==> config.mk <==
export PLATFORM = sky130hd
export DESIGN_NAME = wlcv_ctrl
export DESIGN_NICKNAME = d
export VERILOG_FILES = /design/src/hw/rtl/wlcv_pkg.sv /design/src/hw/rtl/wlcv_ctrl.sv
export SDC_FILE = /design/constraint.sdc
export NUM_CORES = 1
export LEC_CHECK = 0
export BUFFER_PORTS_ARGS = -buffer_cell sky130_fd_sc_hd__buf_2
export CAP_MARGIN = 10
export CORE_AREA = 2 2 39 41
export CTS_BUF_LIST = sky130_fd_sc_hd__clkbuf_16
export DETAILED_ROUTE_END_ITERATION = 16
export DIE_AREA = 0 0 41 43
export PLACE_DENSITY = 0.63
export SLEW_MARGIN = 20
export SYNTH_ARGS = -nofsm -noshare
export SYNTH_HDL_FRONTEND = slang
export SYNTH_SLANG_ARGS = --single-unit
export TNS_END_PERCENT = 10
==> constraint.sdc <==
create_clock -name clk -period 3.6 [get_ports clk]
set_input_delay 0.9 -clock clk [delete_from_list [all_inputs] [get_ports clk]]
set_output_delay 0.9 -clock clk [all_outputs]
set_load 0.01 [all_outputs]
==> src/hw/rtl/wlcv_pkg.sv <==
// ----------------------------------------------------------------------------
// wlcv_pkg
// Shared types, constants and controller state codes of the windowed linear
// classifier with majority vote.
// ----------------------------------------------------------------------------
package wlcv_pkg;

  localparam int Channels     = 4;
  localparam int MaxClasses   = 8;
  localparam int FeatureDepth = 64;
  localparam int VoteDepth    = 64;
  localparam int SampleBits   = 16;
  localparam int CoefBits     = 16;
  localparam int ScoreBits    = 40;
  localparam int AccBits      = 36;

  // request kinds
  localparam logic [1:0] REQ_COEF   = 2'd0;
  localparam logic [1:0] REQ_SAMPLE = 2'd1;
  localparam logic [1:0] REQ_CLEAR  = 2'd2;

  // configuration register indexes
  localparam logic [2:0] CFG_NUM_CLASSES    = 3'd0;
  localparam logic [2:0] CFG_CHANNEL_COUNT  = 3'd1;
  localparam logic [2:0] CFG_FEATURE_WINDOW = 3'd2;
  localparam logic [2:0] CFG_VOTE_WINDOW    = 3'd3;
  localparam logic [2:0] CFG_VOTE_SPACING   = 3'd4;
  localparam logic [2:0] CFG_MODEL_ENABLE   = 3'd5;

  // controller states, also the command to the datapath
  localparam logic [3:0] S_IDLE   = 4'd0;
  localparam logic [3:0] S_SRD    = 4'd1;
  localparam logic [3:0] S_ICP_RD = 4'd2;
  localparam logic [3:0] S_ICP_LD = 4'd3;
  localparam logic [3:0] S_W_RD   = 4'd4;
  localparam logic [3:0] S_W_MUL  = 4'd5;
  localparam logic [3:0] S_W_ADD  = 4'd6;
  localparam logic [3:0] S_CLS    = 4'd7;
  localparam logic [3:0] S_PUSH   = 4'd8;
  localparam logic [3:0] S_MOD    = 4'd9;
  localparam logic [3:0] S_V_RD   = 4'd10;
  localparam logic [3:0] S_V_CNT  = 4'd11;
  localparam logic [3:0] S_TALLY  = 4'd12;
  localparam logic [3:0] S_OUT    = 4'd13;

  typedef struct packed {
    logic [1:0]         req_type;
    logic [2:0]         coef_class;
    logic [2:0]         coef_index;
    logic signed [31:0] coef_value;
    logic signed [15:0] sample_0;
    logic signed [15:0] sample_1;
    logic signed [15:0] sample_2;
    logic signed [15:0] sample_3;
  } req_t;

  typedef struct packed {
    logic [2:0]         frame_label;
    logic signed [39:0] best_score;
    logic               vote_taken;
    logic [2:0]         predicted_class;
    logic               predicted_valid;
  } res_t;

  typedef struct packed {
    logic [3:0] op;
    logic       take;
  } cmd_t;

  typedef struct packed {
    logic frame;
    logic ch_last;
    logic cls_last;
    logic mod_ge;
    logic vote_go;
    logic k_done;
    logic t_done;
    logic out_free;
  } stat_t;

endpackage

==> src/hw/rtl/wlcv_ctrl.sv <==
// ----------------------------------------------------------------------------
// wlcv_ctrl
// Sequencer: walks one sample item through scoring, label push, spacing
// check, vote walk and tally, then hands the result to the output register.
// ----------------------------------------------------------------------------
module wlcv_ctrl (
  input  logic            clk,
  input  logic            rst,
  input  logic            in_valid,
  output logic            in_ready,
  input  wlcv_pkg::stat_t st,
  output wlcv_pkg::cmd_t  cmd
);
  import wlcv_pkg::*;

  logic [3:0] state, state_next;

  assign in_ready = (state == S_IDLE) && !rst;
  assign cmd.op   = state;
  assign cmd.take = in_valid && in_ready;

  // next state
  always_comb begin
    state_next = state;
    unique case (state)
      S_IDLE:   if (cmd.take && st.frame) state_next = S_SRD;
      S_SRD:    state_next = S_ICP_RD;
      S_ICP_RD: state_next = S_ICP_LD;
      S_ICP_LD: state_next = S_W_RD;
      S_W_RD:   state_next = S_W_MUL;
      S_W_MUL:  state_next = S_W_ADD;
      S_W_ADD:  state_next = st.ch_last ? S_CLS : S_W_RD;
      S_CLS:    state_next = st.cls_last ? S_PUSH : S_ICP_RD;
      S_PUSH:   state_next = S_MOD;
      S_MOD: begin
        if (st.mod_ge)       state_next = S_MOD;
        else if (st.vote_go) state_next = S_V_RD;
        else                 state_next = S_OUT;
      end
      S_V_RD:   state_next = st.k_done ? S_TALLY : S_V_CNT;
      S_V_CNT:  state_next = S_V_RD;
      S_TALLY:  if (st.t_done) state_next = S_OUT;
      S_OUT:    if (st.out_free) state_next = S_IDLE;
      default:  state_next = S_IDLE;
    endcase
  end

  always_ff @(posedge clk) begin
    if (rst) state <= S_IDLE;
    else     state <= state_next;
  end

endmodule

======== Word-level counts from Yosys, hierarchy flattened ========
Index checks and enable logic that the tools add are counted.
word-level totals
  word-level logic and storage cells ...... 32
  input port bits ......................... 11
  flip-flop bits (word level) ............. 4
cells by class
  mux-type cells .......................... 9
  reduce and logical (&&, ||, !) cells .... 6
  equality and inequality tests ........... 16
operators with widths
  operator            count
  $pmux 4 s14         1
  $eq 4x4->1 const B  6
  $eq 4x3->1 const B  4
  $mux 4              4
  $mux 3              3
  $eq 4x2->1 const B  2
  $eq 4x1->1 const B  1
  $logic_not 4->1     1
  $ne 2x2->1 const B  2
  $logic_and 1x1->1   3
  $reduce_and 3->1    1
  $mux 2              1
  $ne 2x1->1 const B  1
  $logic_not 1->1     1

======== Longest topological paths before layout ========
  word-level depth ........................ 6
  gate-level depth with buffers ........... 5
  gate-level depth less buffers ........... 4

======== Worst setup path after synthesis ========
OpenSTA, ideal clock, no wires.
  path kind ............................... reg-to-output
  from .................................... register state[3]
  to ...................................... output port cmd[0] (netlist bit)
  arrival time ............................ 1.304 ns
  path buffers ............................ 0
  cell stages (with the launch flop) ...... 4
  slack ................................... 1.396 ns
  cells stage by stage .................... dfxtp_1 -> or4_4 -> nor2_1 -> and2_1
RTL lines
  item                      RTL line         RTL
  start: declaration        wlcv_ctrl.sv:16  logic [3:0] state, state_next;
  start signal: assignment  wlcv_ctrl.sv:50  else state <= state_next;
  end: declaration          wlcv_ctrl.sv:12  output wlcv_pkg::cmd_t cmd

==> results.sh <==
export IMPL_irDropWorstVdd_uv=233
export IMPL_core_um2=1380
export IMPL_fillCellCount=140
export IMPL_synth_top_flop_cell="dfxtp_1"
export IMPL_async_flop_share=0
export IMPL_status="complete, no violations"
export IMPL_cp_start_kind="flip-flop"
export IMPL_area_growth_pct=32.4
export IMPL_io_pins=17
export IMPL_p_clk_frac=0.327
export IMPL_tns_ns=0
export IMPL_antennaDiodeCount=0
export IMPL_drc_errors=0
export IMPL_p_seq_frac=0.231
export IMPL_final_cells=83
export IMPL_period_needed_ns=2.52
export IMPL_ys_ff_latch=4
export IMPL_grt_pass1_vias=355
export IMPL_routed_wl_um=932
export IMPL_synth_top_family_by_area="simple AND/OR/NAND/NOR gates"
export IMPL_dieArea_um2=1760
export IMPL_netSwitchingPower_mw=0.204
export IMPL_crit_slowest_cell="or4_4"
export IMPL_hold_slack_ns=0.727
export IMPL_layout_area_seq_um2=80.1
export IMPL_synth_compound_area_share=0.259
export IMPL_path_delay_family="simple AND/OR/NAND/NOR gates"
export IMPL_drive_gt1_frac=0.388
export IMPL_setup_worst_path_end_class="output pin"
export IMPL_start_util=0.307
export IMPL_synth_mux_area_fraction=0.0353
export IMPL_drt_vias_per_instance=5.13
export IMPL_final_period_utilization=0.699
export IMPL_fmax_mhz=397
export IMPL_drt_first_iter_violations=7
export IMPL_critical_path_cell_chain="or4_4, nor2_1, and2_1, buf_2"
export IMPL_ys_warn_count=0
export IMPL_firstDrtPassIters=4
export IMPL_synth_area_um2=425
export IMPL_top_register="state"
export IMPL_synth_fa_ha_area_frac=0.0235
export IMPL_place_hpwl_um=680
export IMPL_htree_num_levels=1
export IMPL_worst_slew_pin_slew_ns=0.453
export IMPL_hold_viol=0
export IMPL_post_cts_buffers=0
export IMPL_crit_arrival_ns=1.62
export IMPL_grt_pass1_wl_mm=1.51
export IMPL_die_x_um=41
export IMPL_numPortBuffers=16
export IMPL_grt_max_degree=14
export IMPL_critPathBufInv=1
export IMPL_ant_nets=0
export IMPL_nets=80
export IMPL_slowest_delay_ns=0.62
export IMPL_power_internal_mw=0.334
export IMPL_postCtsHoldBufs=0
export IMPL_top_regs="state: 4 flops"
export IMPL_fin_skew_ns=0.00244
export IMPL_wl_per_cell_um=11.2
export IMPL_synth_edf_count=0
export IMPL_path_clk_slew_ns=0.03
export IMPL_cts_sinks=4
export IMPL_clk_root_buffer_cell="clkbuf_16"
export IMPL_multi_input_area_um2=304
export IMPL_overflow=0
export IMPL_yosysUniqueCellTypes=31
export IMPL_p_sw_frac=0.379
export IMPL_max_slew_margin=0.698
export IMPL_path_max_fanout=12
export IMPL_synth_xor_area_frac=0.0412
export IMPL_rsz0062_at_grt="no"
export IMPL_worstSetupPathType="reg2out"
export IMPL_num_vias=426
export IMPL_critPathRequiredTime_ns=2.70
export IMPL_yosys_area_share_simple=0.356
export IMPL_grt_usage=0.136
export IMPL_largest_reg_flops=4
export IMPL_synthCells=52
export IMPL_rows=14
export IMPL_cts_buffers_inserted=3
export IMPL_p_leak_nw=0.228
export IMPL_cts_tree="yes"
export IMPL_place_congestion=0.826
export IMPL_antenna_found_initial=0
export IMPL_syn_avg_cell_area_um2=8.18
export IMPL_finalSetupViolCount=0
export IMPL_final_max_slew_viol_count=0
export IMPL_synthesis_nets=63
export IMPL_cts_repair_resized=0
export IMPL_dp_cells=80
export IMPL_p_per_area_nw_per_um2=957
export IMPL_hold_path_class="reg2reg"
export IMPL_dieHeight_um=43
export IMPL_clk_latency_ns=0.23
export IMPL_maxCapViolCount=0
export IMPL_seq_area_frac_synth=0.188
export IMPL_p_comb_frac=0.442
export IMPL_clockBufferDepth=2
[placed cells by master, fill, tap and decap left out, drive strengths merged]
cell type and instances:
nand3 1, nor4 1, clkbuf 3, a211oi 2
nand2 5, o21ai 1, or2 1, and2b 1
nor3 2, nor2 5, nand2b 3, inv 1
o22ai 2, a311oi 1, and2 1, a31oi 2
a21oi 3, or4 1, buf 16, mux2 1
or3b 1, maj3 1, o32ai 1, xnor2 2
and3b 1, nor2b 1, or2b 2, dfxtp 4
a41oi 1
[through the flow]
step,utilization,cell area (um2),setup slack (ns),power (mW)
final,0.407,563,1.08,0.539
after global routing,0.407,563,0.950,0.586
after CTS,0.407,563,1.06,0.547
after detailed placement,0.353,488,1.31,0.367
after global placement,0.353,488,1.34,0.366
after floorplan,-,425,1.40,0.334
[metal layers]
metal | vias up | share of wire | track usage
li1 | 219 | - | -
met1 | 186 | 0.45 | 0.163
met2 | 18 | 0.44 | 0.181
met3 | 3 | 0.075 | 0.0314
met4 | 0 | 0.029 | 0.140
met5 | - | 0 | 0
[logic make-up after synthesis]
group                      Yosys count
adders and majority gates            1
DFF                                  4
and+or+nand+nor                     26
AOI/OAI and AO/OA                   13
xor gates and xnor gates             2
muxes                                1
buffers and inverters                5
[layout make-up]
class                   count  area share
flip-flops and latches      4       0.142
repair buffers             16       0.142
multi-input cells          43       0.540
well taps                  16      0.0356
inverters                   1     0.00667
clock buffers               3       0.133
[power by group through the flow]
| stage | Clock, mW | Combinational [mW] | Sequential (mW) |
|---|---|---|---|
| 2_1_floorplan | 0 | 0.245 | 0.0890 |
| 3_3_place_gp | 0 | 0.240 | 0.126 |
| 3_5_place_dp | 0 | 0.241 | 0.126 |
| 4_1_cts | 0.180 | 0.241 | 0.125 |
| 5_1_grt | 0.181 | 0.272 | 0.133 |
| 6_report | 0.176 | 0.238 | 0.124 |
[worst min-delay path, cell delays in order (launching register included)]
cell,delay [ns]
dfxtp_1,0.41
o21ai_0,0.12
a211oi_1,0.08
nor2_1,0.08
[synth_stat cells (all sizes together), types with 2 or more instances]
master,n,area share
buf,4,0.088
nor2,5,0.050
nand2b,3,0.044
or2b,2,0.035
a21oi,3,0.035
dfxtp,4,0.19
o22ai,2,0.029
nand2,5,0.044
xnor2,2,0.041
a211oi,2,0.047
a31oi,2,0.029
nor3,2,0.024
[final timing paths]
| check | start | slack (ns) | cells after the start | end |
|---|---|---|---|---|
| setup / recovery | state[3]$_SDFFE_PP0P_ | 1.08 | 4 | cmd[0] |
| hold / removal | state[2]$_SDFFE_PP0P_ | 0.73 | 3 | state[3]$_SDFFE_PP0P_ |
| setup reg to reg | state[0]$_SDFFE_PP0P_ | 2.06 | 4 | state[0]$_SDFFE_PP0P_ |
| hold reg to reg | state[2]$_SDFFE_PP0P_ | 0.73 | 3 | state[3]$_SDFFE_PP0P_ |
Note: power is estimated with default switching activity, not from simulation.
